File: src/design/klg_pkg.sv
package klg_pkg;

   // Register file indexes
   typedef enum logic [1:0] {
      CSR_SAMPLE_RATE     = 2'd0,
      CSR_CLOSED_QUOTIENT = 2'd1,
      CSR_AMPLITUDE       = 2'd2,
      CSR_PERIOD_DIVISOR  = 2'd3
   } klg_csr_index_type;

   localparam int CSR_INDEX_W = 2;
   localparam int CSR_DATA_W  = 17;

   // Reset values of the registers
   localparam logic [16:0] SAMPLE_RATE_RST     = 17'd32000;
   localparam logic [15:0] CLOSED_QUOTIENT_RST = 16'd9830;
   localparam logic [15:0] AMPLITUDE_RST       = 16'd4096;
   localparam logic [11:0] PERIOD_DIVISOR_RST  = 12'd320;

   localparam int FREQ_W   = 12;
   localparam int SAMPLE_W = 16;

   // Datapath widths
   localparam int OQ_W    = 17;   // 1.0 - CQ in Q0.16, up to 65536
   localparam int R_W     = 34;   // fs * OQ
   localparam int D_W     = 29;   // divisor * OQ
   localparam int U_W     = 24;   // normalized phase, Q0.24
   localparam int MAG_W   = 25;   // |2u - 3u^2|, at most 1.0 in Q0.24
   localparam int POLY_W  = 28;
   localparam int M_W     = 41;   // |poly| * amp
   localparam int A_W     = 47;   // |poly| * amp * 54
   localparam int MUL_A_W = 25;
   localparam int MUL_B_W = 24;
   localparam int PROD_W  = MUL_A_W + MUL_B_W;

   // Shared serial divider
   localparam int DIV_W  = 37;
   localparam int QUOT_W = 24;
   localparam int Q2_W   = 17;    // quotient bits of the scaling division
   localparam int CNT_W  = 5;
   localparam int DIV1_STEPS = 24;
   localparam int DIV2_STEPS = 17;

   // 27 * 2, the Q factor of the KLGLOTT88 amplitude term
   localparam int SCALE_K = 54;

   typedef struct packed {
      logic [16:0] sample_rate;
      logic [15:0] closed_quotient;
      logic [15:0] amplitude;
      logic [11:0] period_divisor;
   } klg_cfg_type;

   typedef enum logic [3:0] {
      OP_NONE,
      OP_LOAD,
      OP_MUL_P,
      OP_MUL_R,
      OP_MUL_D,
      OP_CHECK,
      OP_DIV_STEP,
      OP_SQUARE,
      OP_POLY,
      OP_MUL_AMP,
      OP_SCALE,
      OP_LOAD2,
      OP_SAT,
      OP_MUL_NEXT,
      OP_UPDATE
   } klg_op_type;

   typedef struct packed {
      klg_op_type op;
      logic       emit;
   } klg_cmd_type;

   typedef struct packed {
      logic open;        // open phase for the current item
      logic out_stall;   // result register full and not taken
   } klg_stat_type;

endpackage

File: src/design/klg_req_if.sv
interface klg_req_if;
   logic        valid;
   logic        ready;
   logic [11:0] frequency;

   modport source (output valid, output frequency, input ready);
   modport sink   (input valid, input frequency, output ready);
endinterface

File: src/design/klg_rsp_if.sv
interface klg_rsp_if;
   logic               valid;
   logic               ready;
   logic signed [15:0] sample;

   modport source (output valid, output sample, input ready);
   modport sink   (input valid, input sample, output ready);
endinterface

File: src/design/klg_div.sv
// Restoring divider, one quotient bit per step.
// rem_init must be below den_init; bits_init feeds numerator bits MSB first.
module klg_div (
   input  logic                        clock,
   input  logic                        load,
   input  logic                        step,
   input  logic [klg_pkg::DIV_W-1:0]   rem_init,
   input  logic [klg_pkg::QUOT_W-1:0]  bits_init,
   input  logic [klg_pkg::DIV_W-1:0]   den_init,
   output logic [klg_pkg::QUOT_W-1:0]  quot
);

   localparam int DW = klg_pkg::DIV_W;
   localparam int QW = klg_pkg::QUOT_W;

   logic [DW-1:0] rem_ff, rem_in;
   logic [QW-1:0] bits_ff, bits_in;
   logic [QW-1:0] quot_ff, quot_in;
   logic [DW-1:0] den_ff, den_in;
   logic [DW:0]   trial;
   logic [DW:0]   diff;
   logic          ge;

   always_comb begin
      trial   = {rem_ff, bits_ff[QW-1]};
      ge      = trial >= {1'b0, den_ff};
      diff    = trial - {1'b0, den_ff};
      rem_in  = rem_ff;
      bits_in = bits_ff;
      quot_in = quot_ff;
      den_in  = den_ff;
      if (load) begin
         rem_in  = rem_init;
         bits_in = bits_init;
         quot_in = '0;
         den_in  = den_init;
      end else if (step) begin
         rem_in  = ge ? diff[DW-1:0] : trial[DW-1:0];
         bits_in = {bits_ff[QW-2:0], 1'b0};
         quot_in = {quot_ff[QW-2:0], ge};
      end
   end

   always_ff @(posedge clock) begin
      rem_ff  <= rem_in;
      bits_ff <= bits_in;
      quot_ff <= quot_in;
      den_ff  <= den_in;
   end

   assign quot = quot_ff;

endmodule

File: src/design/klg_dp.sv
// Datapath: one shared multiplier, a constant times-54 product, the serial divider, phase counter.
module klg_dp #(
   parameter int PHASE_BITS = 17
) (
   input  logic                           clock,
   input  logic                           reset,
   input  klg_pkg::klg_op_type            op,
   input  klg_pkg::klg_cfg_type           cfg,
   input  logic [klg_pkg::FREQ_W-1:0]     frequency,
   output logic                           open,
   output logic [klg_pkg::SAMPLE_W-1:0]   sample
);

   localparam int PW  = PHASE_BITS + klg_pkg::FREQ_W;   // n * f
   localparam int XW  = PW + 16;                        // n * f * 65536
   localparam int AW  = klg_pkg::MUL_A_W;
   localparam int BW  = klg_pkg::MUL_B_W;
   localparam int PRW = klg_pkg::PROD_W;
   localparam int DW  = klg_pkg::DIV_W;
   localparam int QW  = klg_pkg::QUOT_W;
   localparam int RW  = klg_pkg::R_W;
   localparam int DDW = klg_pkg::D_W;
   localparam int UW  = klg_pkg::U_W;
   localparam int MW  = klg_pkg::MAG_W;
   localparam int YW  = klg_pkg::POLY_W;
   localparam int M1W = klg_pkg::M_W;
   localparam int A1W = klg_pkg::A_W;
   localparam int Q2W = klg_pkg::Q2_W;
   localparam int SW  = klg_pkg::SAMPLE_W;

   logic [klg_pkg::FREQ_W-1:0] f_ff, f_in;
   logic [PHASE_BITS-1:0]      n_ff, n_in;
   logic [PHASE_BITS-1:0]      nxt_ff, nxt_in;
   logic [PW-1:0]              p_ff, p_in;
   logic [RW-1:0]              r_ff, r_in;
   logic [DDW-1:0]             dd_ff, dd_in;
   logic [UW-1:0]              u2_ff, u2_in;
   logic [MW-1:0]              mag_ff, mag_in;
   logic                       neg_ff, neg_in;
   logic [M1W-1:0]             m_ff, m_in;
   logic [A1W-1:0]             a_ff, a_in;
   logic                       ovf_ff, ovf_in;
   logic [SW-1:0]              sample_ff, sample_in;

   logic [klg_pkg::OQ_W-1:0]   oq;
   logic [11:0]                d_eff;
   logic [PHASE_BITS-1:0]      nxt;
   logic [AW-1:0]              mul_a;
   logic [BW-1:0]              mul_b;
   logic [PRW-1:0]             prod;
   logic [XW-1:0]              x_full;
   logic [DW-1:0]              den2;
   logic [UW-1:0]              u;
   logic [UW+1:0]              three_u2;
   logic [YW-1:0]              poly;
   logic [YW-1:0]              poly_abs;
   logic [Q2W-1:0]             q;
   logic [SW-1:0]              s;
   logic                       div_load;
   logic                       div_step;
   logic [DW-1:0]              div_rem_init;
   logic [QW-1:0]              div_bits_init;
   logic [DW-1:0]              div_den_init;
   logic [QW-1:0]              div_quot;

   klg_div u_div (
      .clock     (clock),
      .load      (div_load),
      .step      (div_step),
      .rem_init  (div_rem_init),
      .bits_init (div_bits_init),
      .den_init  (div_den_init),
      .quot      (div_quot)
   );

   always_comb begin
      oq     = 17'h10000 - {1'b0, cfg.closed_quotient};
      d_eff  = (cfg.period_divisor == 12'd0) ? 12'd1 : cfg.period_divisor;
      nxt    = PHASE_BITS'(n_ff + 1'b1);
      x_full = {p_ff, 16'h0000};
      open   = x_full < XW'(r_ff);
      den2   = {dd_ff, 8'h00};
      u      = div_quot;

      // 2u - 3u^2, then sign and magnitude
      three_u2 = {2'b00, u2_ff} + {1'b0, u2_ff, 1'b0};
      poly     = {3'b000, u, 1'b0} - {2'b00, three_u2};
      poly_abs = poly[YW-1] ? (~poly + 1'b1) : poly;

      // Saturation of the scaled quotient
      q = div_quot[Q2W-1:0];
      if (neg_ff) begin
         if (ovf_ff || q > 17'd32768) s = 16'h8000;
         else                         s = SW'(~q + 1'b1);
      end else begin
         if (ovf_ff || q > 17'd32767) s = 16'h7FFF;
         else                         s = q[SW-1:0];
      end

      // Shared multiplier operand select
      case (op)
         klg_pkg::OP_MUL_P: begin
            mul_a = AW'(n_ff);
            mul_b = BW'(f_ff);
         end
         klg_pkg::OP_MUL_R: begin
            mul_a = AW'(cfg.sample_rate);
            mul_b = BW'(oq);
         end
         klg_pkg::OP_MUL_D: begin
            mul_a = AW'(d_eff);
            mul_b = BW'(oq);
         end
         klg_pkg::OP_SQUARE: begin
            mul_a = AW'(u);
            mul_b = u;
         end
         klg_pkg::OP_MUL_AMP: begin
            mul_a = mag_ff;
            mul_b = BW'(cfg.amplitude);
         end
         klg_pkg::OP_MUL_NEXT: begin
            mul_a = AW'(nxt);
            mul_b = BW'(f_ff);
         end
         default: begin
            mul_a = '0;
            mul_b = '0;
         end
      endcase
      prod = PRW'(mul_a) * PRW'(mul_b);

      f_in          = f_ff;
      n_in          = n_ff;
      nxt_in        = nxt_ff;
      p_in          = p_ff;
      r_in          = r_ff;
      dd_in         = dd_ff;
      u2_in         = u2_ff;
      mag_in        = mag_ff;
      neg_in        = neg_ff;
      m_in          = m_ff;
      a_in          = a_ff;
      ovf_in        = ovf_ff;
      sample_in     = sample_ff;
      div_load      = 1'b0;
      div_step      = 1'b0;
      div_rem_init  = x_full[DW-1:0];
      div_bits_init = '0;
      div_den_init  = DW'(r_ff);

      case (op)
         klg_pkg::OP_LOAD:     f_in = frequency;
         klg_pkg::OP_MUL_P:    p_in = prod[PW-1:0];
         klg_pkg::OP_MUL_R:    r_in = prod[RW-1:0];
         klg_pkg::OP_MUL_D:    dd_in = prod[DDW-1:0];
         klg_pkg::OP_CHECK: begin
            // fraction (n*f*65536)/(fs*OQ), 24 bits
            div_load = 1'b1;
            if (!open) sample_in = '0;
         end
         klg_pkg::OP_DIV_STEP: div_step = 1'b1;
         klg_pkg::OP_SQUARE:   u2_in = prod[2*UW-1:UW];
         klg_pkg::OP_POLY: begin
            mag_in = poly_abs[MW-1:0];
            neg_in = poly[YW-1];
         end
         klg_pkg::OP_MUL_AMP:  m_in = prod[M1W-1:0];
         klg_pkg::OP_SCALE:    a_in = A1W'(m_ff) * A1W'(klg_pkg::SCALE_K);
         klg_pkg::OP_LOAD2: begin
            // quotient above 17 bits saturates in any case
            ovf_in        = DW'(a_ff[A1W-1:Q2W]) >= den2;
            div_load      = 1'b1;
            div_rem_init  = DW'(a_ff[A1W-1:Q2W]);
            div_bits_init = {a_ff[Q2W-1:0], {(QW-Q2W){1'b0}}};
            div_den_init  = den2;
         end
         klg_pkg::OP_SAT:      sample_in = {s[SW-4:0], 3'b000};
         klg_pkg::OP_MUL_NEXT: begin
            p_in   = prod[PW-1:0];
            nxt_in = nxt;
         end
         klg_pkg::OP_UPDATE:
            n_in = (p_ff >= PW'(cfg.sample_rate)) ? '0 : nxt_ff;
         default: ;
      endcase
   end

   always_ff @(posedge clock) begin
      if (reset) begin
         n_ff <= '0;
      end else begin
         n_ff <= n_in;
      end
      f_ff      <= f_in;
      nxt_ff    <= nxt_in;
      p_ff      <= p_in;
      r_ff      <= r_in;
      dd_ff     <= dd_in;
      u2_ff     <= u2_in;
      mag_ff    <= mag_in;
      neg_ff    <= neg_in;
      m_ff      <= m_in;
      a_ff      <= a_in;
      ovf_ff    <= ovf_in;
      sample_ff <= sample_in;
   end

   assign sample = sample_ff;

endmodule

File: src/design/klg_ctrl.sv
// Sequencer for one item at a time.
module klg_ctrl (
   input  logic                   clock,
   input  logic                   reset,
   input  logic                   req_valid,
   output logic                   req_ready,
   input  klg_pkg::klg_stat_type  stat,
   output klg_pkg::klg_cmd_type   cmd
);

   typedef enum logic [15:0] {
      ST_IDLE     = 16'h0001,
      ST_MUL_P    = 16'h0002,
      ST_MUL_R    = 16'h0004,
      ST_MUL_D    = 16'h0008,
      ST_CHECK    = 16'h0010,
      ST_DIV1     = 16'h0020,
      ST_SQUARE   = 16'h0040,
      ST_POLY     = 16'h0080,
      ST_MUL_AMP  = 16'h0100,
      ST_SCALE    = 16'h0200,
      ST_LOAD2    = 16'h0400,
      ST_DIV2     = 16'h0800,
      ST_SAT      = 16'h1000,
      ST_MUL_NEXT = 16'h2000,
      ST_UPDATE   = 16'h4000,
      ST_DONE     = 16'h8000
   } klg_state_type;

   localparam int CW = klg_pkg::CNT_W;

   klg_state_type state_ff, state_in;
   logic [CW-1:0] cnt_ff, cnt_in;

   always_comb begin
      state_in  = state_ff;
      cnt_in    = cnt_ff;
      cmd.op    = klg_pkg::OP_NONE;
      cmd.emit  = 1'b0;
      req_ready = 1'b0;
      case (state_ff)
         ST_IDLE: begin
            req_ready = 1'b1;
            if (req_valid) begin
               cmd.op   = klg_pkg::OP_LOAD;
               state_in = ST_MUL_P;
            end
         end
         ST_MUL_P: begin
            cmd.op   = klg_pkg::OP_MUL_P;
            state_in = ST_MUL_R;
         end
         ST_MUL_R: begin
            cmd.op   = klg_pkg::OP_MUL_R;
            state_in = ST_MUL_D;
         end
         ST_MUL_D: begin
            cmd.op   = klg_pkg::OP_MUL_D;
            state_in = ST_CHECK;
         end
         ST_CHECK: begin
            cmd.op = klg_pkg::OP_CHECK;
            if (stat.open) begin
               cnt_in   = CW'(klg_pkg::DIV1_STEPS - 1);
               state_in = ST_DIV1;
            end else begin
               state_in = ST_MUL_NEXT;
            end
         end
         ST_DIV1: begin
            cmd.op = klg_pkg::OP_DIV_STEP;
            cnt_in = cnt_ff - 1'b1;
            if (cnt_ff == '0) state_in = ST_SQUARE;
         end
         ST_SQUARE: begin
            cmd.op   = klg_pkg::OP_SQUARE;
            state_in = ST_POLY;
         end
         ST_POLY: begin
            cmd.op   = klg_pkg::OP_POLY;
            state_in = ST_MUL_AMP;
         end
         ST_MUL_AMP: begin
            cmd.op   = klg_pkg::OP_MUL_AMP;
            state_in = ST_SCALE;
         end
         ST_SCALE: begin
            cmd.op   = klg_pkg::OP_SCALE;
            state_in = ST_LOAD2;
         end
         ST_LOAD2: begin
            cmd.op   = klg_pkg::OP_LOAD2;
            cnt_in   = CW'(klg_pkg::DIV2_STEPS - 1);
            state_in = ST_DIV2;
         end
         ST_DIV2: begin
            cmd.op = klg_pkg::OP_DIV_STEP;
            cnt_in = cnt_ff - 1'b1;
            if (cnt_ff == '0) state_in = ST_SAT;
         end
         ST_SAT: begin
            cmd.op   = klg_pkg::OP_SAT;
            state_in = ST_MUL_NEXT;
         end
         ST_MUL_NEXT: begin
            cmd.op   = klg_pkg::OP_MUL_NEXT;
            state_in = ST_UPDATE;
         end
         ST_UPDATE: begin
            cmd.op   = klg_pkg::OP_UPDATE;
            state_in = ST_DONE;
         end
         ST_DONE: begin
            if (!stat.out_stall) begin
               cmd.emit = 1'b1;
               state_in = ST_IDLE;
            end
         end
         default: state_in = ST_IDLE;
      endcase
   end

   always_ff @(posedge clock) begin
      if (reset) begin
         state_ff <= ST_IDLE;
         cnt_ff   <= '0;
      end else begin
         state_ff <= state_in;
         cnt_ff   <= cnt_in;
      end
   end

endmodule

File: src/design/klglott88_glottal_source_core.sv
// KLGLOTT88 glottal flow derivative source. Each req item is one audio tick
// carrying the pitch in Hz; each produces exactly one rsp item, the 16-bit
// derivative sample (scaled by 32768, saturated, then times eight with wrap).
// A phase counter of PHASE_BITS bits (12..24) advances once per item and
// clears when it reaches fs/f. Items are worked one at a time: an open-phase
// tick steps the serial restoring divider twice (24 steps for the normalized
// phase, 17 for the amplitude scaling), a closed-phase tick not at all; every
// tick uses the shared multiplier. The result sits in an output register,
// so the next tick is accepted while it waits to be taken. Registers
// (0 sample_rate, 1 closed_quotient, 2 amplitude, 3 period_divisor) are
// written through csr_we/csr_index/csr_wdata; the user must write them only
// while idle, the block itself does not enforce it. A period_divisor of
// zero acts as one.
module klglott88_glottal_source_core #(
   parameter int PHASE_BITS = 17
) (
   input  logic                                 clock,
   input  logic                                 reset,
   klg_req_if.sink                              req_chan,
   klg_rsp_if.source                            rsp_chan,
   input  logic                                 csr_we,
   input  logic [klg_pkg::CSR_INDEX_W-1:0]      csr_index,
   input  logic [klg_pkg::CSR_DATA_W-1:0]       csr_wdata
);

   klg_pkg::klg_cfg_type            cfg_ff, cfg_in;
   klg_pkg::klg_cmd_type            cmd;
   klg_pkg::klg_stat_type           stat;
   logic                            dp_open;
   logic [klg_pkg::SAMPLE_W-1:0]    dp_sample;
   logic                            rsp_valid_ff, rsp_valid_in;
   logic [klg_pkg::SAMPLE_W-1:0]    rsp_sample_ff, rsp_sample_in;
   logic                            req_ready;

   // Register file
   always_comb begin
      cfg_in = cfg_ff;
      if (csr_we) begin
         case (klg_pkg::klg_csr_index_type'(csr_index))
            klg_pkg::CSR_SAMPLE_RATE:     cfg_in.sample_rate     = csr_wdata;
            klg_pkg::CSR_CLOSED_QUOTIENT: cfg_in.closed_quotient = csr_wdata[15:0];
            klg_pkg::CSR_AMPLITUDE:       cfg_in.amplitude       = csr_wdata[15:0];
            klg_pkg::CSR_PERIOD_DIVISOR:  cfg_in.period_divisor  = csr_wdata[11:0];
            default: ;
         endcase
      end
   end

   // Output register: freed when taken, loaded when the sequencer finishes
   always_comb begin
      stat.open      = dp_open;
      stat.out_stall = rsp_valid_ff && !rsp_chan.ready;
      rsp_valid_in   = rsp_valid_ff && !rsp_chan.ready;
      rsp_sample_in  = rsp_sample_ff;
      if (cmd.emit) begin
         rsp_valid_in  = 1'b1;
         rsp_sample_in = dp_sample;
      end
   end

   always_ff @(posedge clock) begin
      if (reset) begin
         cfg_ff.sample_rate     <= klg_pkg::SAMPLE_RATE_RST;
         cfg_ff.closed_quotient <= klg_pkg::CLOSED_QUOTIENT_RST;
         cfg_ff.amplitude       <= klg_pkg::AMPLITUDE_RST;
         cfg_ff.period_divisor  <= klg_pkg::PERIOD_DIVISOR_RST;
         rsp_valid_ff           <= 1'b0;
      end else begin
         cfg_ff       <= cfg_in;
         rsp_valid_ff <= rsp_valid_in;
      end
      rsp_sample_ff <= rsp_sample_in;
   end

   klg_ctrl u_ctrl (
      .clock     (clock),
      .reset     (reset),
      .req_valid (req_chan.valid),
      .req_ready (req_ready),
      .stat      (stat),
      .cmd       (cmd)
   );

   klg_dp #(
      .PHASE_BITS (PHASE_BITS)
   ) u_dp (
      .clock     (clock),
      .reset     (reset),
      .op        (cmd.op),
      .cfg       (cfg_ff),
      .frequency (req_chan.frequency),
      .open      (dp_open),
      .sample    (dp_sample)
   );

   assign req_chan.ready = req_ready;
   assign rsp_chan.valid = rsp_valid_ff;
   assign rsp_chan.sample = rsp_sample_ff;

   // One item in flight: no new accept right after one
   a_one_in_flight: assert property (@(posedge clock) disable iff (reset)
      req_chan.valid && req_chan.ready |=> !req_chan.ready)
      else $error("item accepted while previous one in progress");

   // A finished item never overwrites one that is still waiting
   a_no_overwrite: assert property (@(posedge clock) disable iff (reset)
      cmd.emit |-> !(rsp_valid_ff && !rsp_chan.ready))
      else $error("result register overwritten");

   // Times-eight scaling leaves the low three bits clear
   a_times_eight: assert property (@(posedge clock) disable iff (reset)
      rsp_valid_ff |-> rsp_sample_ff[2:0] == 3'b000)
      else $error("sample not a multiple of eight");

endmodule
File: src/flat_wrapper.sv
// flat-port wrapper written by rule: the top's interface ports become plain ports
module klglott88_glottal_source_core_flat 
#(
   parameter int PHASE_BITS = 17
)
  (clock, reset, csr_we, csr_index, csr_wdata, req_chan_valid, req_chan_frequency, req_chan_ready, rsp_chan_valid, rsp_chan_sample, rsp_chan_ready);
  klg_req_if req_chan_i ();
  klg_rsp_if rsp_chan_i ();
  input  logic clock;
  input  logic reset;
  input  logic csr_we;
  input  logic [klg_pkg::CSR_INDEX_W-1:0] csr_index;
  input  logic [klg_pkg::CSR_DATA_W-1:0] csr_wdata;
  input wire logic [$bits(req_chan_i.valid)-1:0] req_chan_valid;
  input wire logic [$bits(req_chan_i.frequency)-1:0] req_chan_frequency;
  output wire logic [$bits(req_chan_i.ready)-1:0] req_chan_ready;
  output wire logic [$bits(rsp_chan_i.valid)-1:0] rsp_chan_valid;
  output wire logic [$bits(rsp_chan_i.sample)-1:0] rsp_chan_sample;
  input wire logic [$bits(rsp_chan_i.ready)-1:0] rsp_chan_ready;
  assign req_chan_i.valid = req_chan_valid;
  assign req_chan_i.frequency = req_chan_frequency;
  assign req_chan_ready = req_chan_i.ready;
  assign rsp_chan_valid = rsp_chan_i.valid;
  assign rsp_chan_sample = rsp_chan_i.sample;
  assign rsp_chan_i.ready = rsp_chan_ready;
  klglott88_glottal_source_core #(.PHASE_BITS(PHASE_BITS)) u_core (.clock(clock), .reset(reset), .req_chan(req_chan_i), .rsp_chan(rsp_chan_i), .csr_we(csr_we), .csr_index(csr_index), .csr_wdata(csr_wdata));
endmodule
File: config.mk
export PLATFORM = sky130hd
export DESIGN_NAME = klglott88_glottal_source_core_flat
export DESIGN_NICKNAME = d
export VERILOG_FILES = /design/src/design/klg_pkg.sv /design/src/design/klg_req_if.sv /design/src/design/klg_rsp_if.sv /design/src/design/klg_div.sv /design/src/design/klg_dp.sv /design/src/design/klg_ctrl.sv /design/src/design/klglott88_glottal_source_core.sv /design/src/flat_wrapper.sv
export SDC_FILE = /design/constraint.sdc
export NUM_CORES = 2
export LEC_CHECK = 0
export CORE_MARGIN = 3
export CORE_UTILIZATION = 45
export DETAILED_ROUTE_END_ITERATION = 7
export DONT_BUFFER_PORTS = 1
export HOLD_SLACK_MARGIN = 0.03
export PLACE_DENSITY = 0.6
export SYNTH_ARGS = -nofsm -noshare
export SYNTH_HDL_FRONTEND = slang
export SYNTH_SLANG_ARGS = --single-unit
File: constraint.sdc
create_clock -name clock -period 23.5 [get_ports clock]
set_input_delay 2.35 -clock clock [delete_from_list [all_inputs] [get_ports clock]]
set_output_delay 2.35 -clock clock [all_outputs]
set_load 0.03 [all_outputs]
* Word-level counts from Yosys, hierarchy flattened
Cells that the tools add are included.
** Cells by class
- Add/sub/neg operators :: 8
- Multiply operators :: 2
- $lt $le $gt $ge :: 6
- Equality and inequality tests :: 39
- Mux-type cells :: 34
- Bitwise logic cells :: 2
- Reduce and logical (&&, ||, !) cells :: 21
** Operators by type and width (count)
- 16-bit case mux with 16 select lines :: 1
- 25-bit case mux with 6 select lines :: 1
- 37-bit 2-to-1 mux :: 4
- 24-bit case mux with 4 select lines :: 1
- 16-bit 2-to-1 mux :: 5
- 24-bit 2-to-1 mux :: 3
- 4-bit case mux with 14 select lines :: 1
- 25-bit by 24-bit multiplier with 48-bit output :: 1
- 41-bit by 5-bit multiplier with 46-bit output (second input constant) :: 1
- 45-bit by 34-bit < comparator with 1-bit output :: 1
- 13-bit 2-to-1 mux :: 3
- 38-bit by 37-bit greater-or-equal comparator with 1-bit output :: 1
- 30-bit by 37-bit greater-or-equal comparator with 1-bit output :: 1
- 37-bit subtractor :: 1
- 34-bit 2-to-1 mux :: 1
- 16-bit case mux with 2 select lines :: 1
- 29-bit by 17-bit greater-or-equal comparator with 1-bit output :: 1
- 4-bit equality test (second input constant) :: 7
- 25-bit by 26-bit subtractor with 27-bit output :: 1
- 24-bit by 25-bit adder with 26-bit output :: 1
- 25-bit by 1-bit adder with 25-bit output (second input constant) :: 1
- 25-bit 2-to-1 mux :: 1
- 25-bit inverter :: 1
- 17-bit by 1-bit adder with 17-bit output (second input constant) :: 1
- other kinds (46) :: 71
** Storage, ports and cells
- Register bits after elaboration :: 513
- Output and inout port bits :: 18

* Longest topological paths before layout
- Depth after elaboration :: 7
- Gate-level depth with buffers :: 40
- Mapped depth without buffers :: 37

* By module
From an unflattened synthesis, not the netlist that was laid out.
** Second synthesis, totals
- Cell total of the unflattened synthesis :: 5460
- Area, all modules :: 51712.1 um2
** By module, submodules not included
- klg_dp :: instances 1, cells each 4346, area each 39994.6 um2, sequential area each 8508.2 um2
- klg_div :: instances 1, cells each 700, area each 7340.8 um2, sequential area each 3423.3 um2
- klglott88_glottal_source_core :: instances 1, cells each 254, area each 2981.6 um2, sequential area each 1721.7 um2
- klg_ctrl :: instances 1, cells each 160, area each 1395.1 um2, sequential area each 420.4 um2

* Worst setup path after synthesis
OpenSTA, ideal clock, no wires.
- Path type :: flip-flop to flip-flop
- Start point :: register u_core.u_ctrl.state_ff[13]
- End point :: register u_core.u_dp.u2_ff[23], data pin
- Data arrival time :: 9916 ps
- Data required time :: 23240 ps
- Slack :: 13325 ps
- Stages on the path, launching flop included :: 36
- Buffers on the path :: 4
- Clock period less this slack :: 10175 ps
- Path through :: dfxtp_1 -> nor4_1 -> nand2_1 -> or3_1 -> nor3b_1 -> buf_2 -> buf_1 -> buf_1 -> nand2_1 -> nand2_1 -> clkbuf_1 -> nand2_1 -> fa_1 -> inv_1 -> fa_1 -> inv_1 -> fa_1 -> fa_1 -> inv_1 -> fa_1 -> fa_1 -> inv_1 -> fa_1 -> inv_1 -> ha_1 -> a21o_1 -> a21o_1 -> a221oi_1 -> o21a_1 -> o311a_1 -> o41a_1 -> a21o_1 -> o21ai_0 -> a221o_1 -> a21oi_1 -> xnor2_1
** Between the ends
- Longest elaborated chain between the ends :: 7
** Ends and longest elaborated chain
- start: declaration :: line klg_ctrl.sv:32 : klg_state_type state_ff, state_in;
- start signal: assignment :: line klg_ctrl.sv:128 : state_ff <= state_in;
- 16-bit by 12-bit equality test with 1-bit output or 16-bit by 6-bit equality test with 1-bit output (tied branches) :: line klg_ctrl.sv:41 : case (state_ff)
- 2-bit OR reduction (no line)
- 4-bit case mux with 14 select lines (*) :: line klg_ctrl.sv:41
- 4-bit equality test (tied with other cells) :: line klg_dp.sv:101 : case (op)
- 2-bit OR reduction (no line)
- 24-bit case mux with 4 select lines :: line klg_dp.sv:101
- 25-bit by 24-bit multiplier with 48-bit output (*) :: line klg_dp.sv:131 : prod = PRW'(mul_a) * PRW'(mul_b);
- named net u_core.u_dp.prod[47] :: line klg_dp.sv:50 : logic [PRW-1:0] prod;
- end signal: assignment :: line klg_dp.sv:200 : u2_ff <= u2_in;
- end: declaration :: line klg_dp.sv:37 : logic [UW-1:0] u2_ff, u2_in;
The timed path passes the listed nets; every way through them passes the cells marked *.
A chain may end at the register's enable or synchronous reset.

* Final worst setup path
- Start point :: register u_core.u_ctrl.state_ff[8]
- End point :: register u_core.u_dp.u2_ff[22], data pin
Same word-level chain as after synthesis.

==> results.yml <==
cells_and_area:
  final_util_pct: 48.9
  design_area_um2: 52600
  nets_final: 6142
  layout-drive-gt1-share_pct: 4.81
  final_cell_count_no_fill: 6559
  area_delta_synth_final_pct: 7.46
die:
  chipHeight_um: 336
  starting_density_pct: 45.5
  design.core.area_um2: 108000
  pin_count: 54
  std_cell_rows: 120
  die_w_um: 336
  dieArea_um2: 113000
timing:
  slew_headroom_pct: 16.2
  finalWorstPathRequiredPeriod_ns: 10.87
  worst_hold_slack_ns: 0.418
  slew_viol_final: 0
  max_clock_freq_mhz: 92.0
  fin_skew_ns: 0.0260
  final_hold_viol_count: 0
  totalNegativeSetupSlack_ns: 0
  rsz0062_at_grt: "no"
  finalCritPeriodShare_pct: 46.3
  actual_transition_at_the_worst_max_transition_pin_ns: 1.26
  setup_viol: 0
global_route:
  global_route_wire_length_before_repair_um: 220000
  grt_pass1_vias: 36542
  gr_util_all_layers_pct: 25.7
  grt_start_max_net_pins: 86
  antenna_found_initial: 5
  gr-total-overflow: 0
clocking:
  h_tree_levels: 2
  cts_made_buffers: 51
  clkLatencyLatePin_ns: 0.61
  clock_tree_from_tritoncts: "built"
  cts-resized-gates: 0
  post_cts_hold_buffer_count: 0
  cts.reportedPaths.clkPinSlew_ns: 0.07
  postCtsSetupRepairBufs: 0
  clk_path_buf_depth: 3
  numClockSinks: 499
  clock_tree.root_cell: "clkbuf_16"
place:
  io_buffer_count: 0
  gp_congestion: 0.954
  place_hpwl_um: 112000
  dpl.cell_count: 6464
  dpl_cell_area_um2: 50800
detailed_routing:
  antenna_nets_post_route: 0
  dr.first_iter.drc_count: 2876
  detail_route.vias_per_cell: 5.52
  wl_um: 143000
  drt_first_pass_iters: 8
  remaining_drc_errors: 0
  route.vias.total: 36187
  avg_wl_per_cell_um: 21.8
logic_synthesis:
  synth-warning-count: 0
  post_synth_edffs: 375
  synth-seq-cells: 499
  postSynthAreaPerCell_um2: 9.49
  synth_cell_type_count: 87
  synth_sequential_area_ratio_pct: 28.1
  synth-main-ff-cell: "edfxtp_1"
  synthesis.instances: 5152
  post_synth_instance_area_um2: 48900
  ys_async_sr_fraction_pct: 0
pwr:
  power.density_cell_area_nw_per_um2: 35.3
  switching_share_pct: 21.6
  vdd_drop_max_v: 0.0000525
  comb_power_share_pct: 2.6
  pwr-share-clk_pct: 46.2
  power.leakage_nw: 24.3
  total_internal_power_mw: 1.46
  power.share.sequential_pct: 51.2
  power_switching_mw: 0.401
job:
  cap_violations: 0
worst_setup_path:
  critical-path-top-delay-family: "adder cells"
  crit_path_top_delay_cell: "inv_1"
  beginning_of_the_worst_register_to_register_path: "u_core.u_ctrl.state_ff[8]$_SDFFE_PP0P_"
  crit_required_ns: 23.84
  startpoint_type: "register"
  critical_path_arrival_ns: 11.22
  path_class: "reg2reg"
  cp_num_buf_inv: 6
  critPathMaxFanout: 33
  endpoint_kind: "register"
  crit_start: "u_core.u_ctrl.state_ff[8]$_SDFFE_PP0P_"
  slowest_delay_ns: 0.95
outcome:
  status: "completed"
min_path:
  min-delay-start: "u_core.u_dp.sample[12]$_SDFFCE_PN0P_"
  hold_path_class: "reg2reg"
-- worst register-to-register path, delay by kind of cell (launching register included) --
family,cells,cell delay [ns]
AOI/OAI and AO/OA,11,3.34
buffers and inverters,6,1.19
and+or+nand+nor,6,1.85
adders and majority gates,8,3.75
xor gates and xnor gates,1,0.12
DFF,1,0.37
-- placed cells by master, fill, tap and decap left out, drive strengths merged, types with 17 or more instances in the layout --
cell type,synthesis,layout
a211oi,27,27
a21o,102,102
a21oi,237,237
a22o,58,58
a22oi,32,32
a31oi,20,20
and2,39,39
and3,24,24
buf,34,100
clkbuf,165,67
clkinv,1,17
dfxtp,124,124
edfxtp,375,375
fa,601,601
ha,391,391
inv,985,988
nand2,749,749
nand2b,33,33
nand3,61,61
nand4,39,39
nor2,300,300
nor2b,55,55
nor3,34,34
nor4,26,26
o21a,20,20
o21ai,163,163
or3,27,27
xnor2,117,117
xor2,76,76
-- final timing paths --
check | end | slack, ns | cells after the start
setup / recovery | u_core.u_dp.u2_ff[22]$_DFFE_PN_ | 12.63 | 32
hold / removal | u_core.rsp_chan.sample[12]$_DFFE_PP_ | 0.42 | 0
setup reg to reg | u_core.u_dp.u2_ff[22]$_DFFE_PN_ | 12.63 | 32
hold reg to reg | u_core.rsp_chan.sample[12]$_DFFE_PP_ | 0.42 | 0
-- cell usage after synthesis, types with 9 or more instances --
cell,instances,area share (%)
edfxtp_1,375,23
nand4_1,39,0.50
or3b_2,9,0.16
nor4_1,26,0.33
a211oi_1,26,0.40
or3_1,22,0.28
a221o_1,15,0.31
clkbuf_1,165,1.3
dfxtp_1,124,5.1
a21oi_1,236,2.4
nand2b_1,33,0.42
buf_2,15,0.15
a21o_1,102,1.6
a22o_1,58,1.0
o211ai_1,13,0.20
o21a_1,20,0.31
o31ai_1,12,0.18
o21ai_0,161,1.6
nand3_1,61,0.62
a211o_1,15,0.27
a31oi_1,20,0.26
nor3b_1,15,0.23
nor2_1,299,2.3
buf_1,13,0.10
o21bai_1,15,0.23
xor2_1,76,1.4
a221oi_1,15,0.27
a22oi_1,32,0.49
ha_1,391,10
and4_1,12,0.21
and3_1,24,0.31
mux2i_1,9,0.18
nand2_1,749,5.7
fa_1,601,25
a222oi_1,9,0.18
and2_1,38,0.49
xnor2_1,116,2.1
nor3_1,32,0.33
nor2b_1,55,0.70
inv_1,985,7.6
nand3b_1,14,0.21
-- power groups by stage --
stage | clock (mW) | sequential, mW | combinational, mW
after floorplan | 0 | 0.966 | 0.0357
after global placement | 0 | 0.970 | 0.0474
after detailed placement | 0 | 0.970 | 0.0478
after CTS | 0.868 | 0.951 | 0.0481
after global routing | 0.905 | 0.951 | 0.0533
final | 0.858 | 0.951 | 0.0485
-- through the flow --
stage,setup slack [ns],total power [mW]
detailed placement,12.79,1.02
CTS,12.78,1.87
global placement,12.92,1.02
floorplan,13.32,1.00
finish,12.63,1.86
global route,11.95,1.91
-- sequential cells by signal, indices dropped and copies added (netlist names), 5 cells and up --
signal                     flops
u_core.u_dp.u_div.bits_ff     16
u_core.u_dp.mag_ff            25
u_core.u_dp.f_ff              12
u_core.u_dp.u_div.quot        24
u_core.cfg_ff                 61
u_core.u_dp.u_div.rem_ff      37
u_core.u_ctrl.cnt_ff           5
u_core.u_dp.nxt_ff            17
u_core.u_dp.n_ff              17
u_core.u_dp.p_ff              29
u_core.u_ctrl.state_ff        16
u_core.u_dp.a_ff              46
u_core.u_dp.sample            13
u_core.u_dp.m_ff              41
u_core.u_dp.u2_ff             24
u_core.u_dp.dd_ff             29
u_core.u_dp.r_ff              34
u_core.rsp_chan.sample        13
u_core.u_dp.u_div.den_ff      37
-- routing by layer --
| layer | global-route usage, % | vias up | routed length, um |
|---|---|---|---|
| met4 | 9.09 | 6 | 5780 |
| met3 | 4.17 | 292 | 9940 |
| met5 | 0 | - | 59 |
| met2 | 42.7 | 1245 | 67400 |
| met1 | 34.1 | 17998 | 59700 |
| li1 | - | 16646 | - |
-- area by class of cell --
cell class	count	area (um^2)
repair buffers	100	751
clock inverters	27	284
inverters	986	3700
diodes	1	2.50
well taps	1403	1760
multi-input cells	3476	30900
fillers	10128	54900
clock buffers	67	1470
flip-flops and latches	499	13700
-- cells by family after synthesis --
| kind of cell | count (synthesis) | share of synthesized area (%) |
|---|---|---|
| buf+inv | 1185 | 9.20 |
| compound gates | 813 | 11.1 |
| other cells | 2 | 0.0154 |
| mux | 9 | 0.184 |
| fa+ha+maj | 992 | 34.6 |
| flops | 499 | 28.1 |
| simple gates | 1459 | 13.4 |
| xor+xnor | 193 | 3.47 |
(Power assumes the default switching activity.)
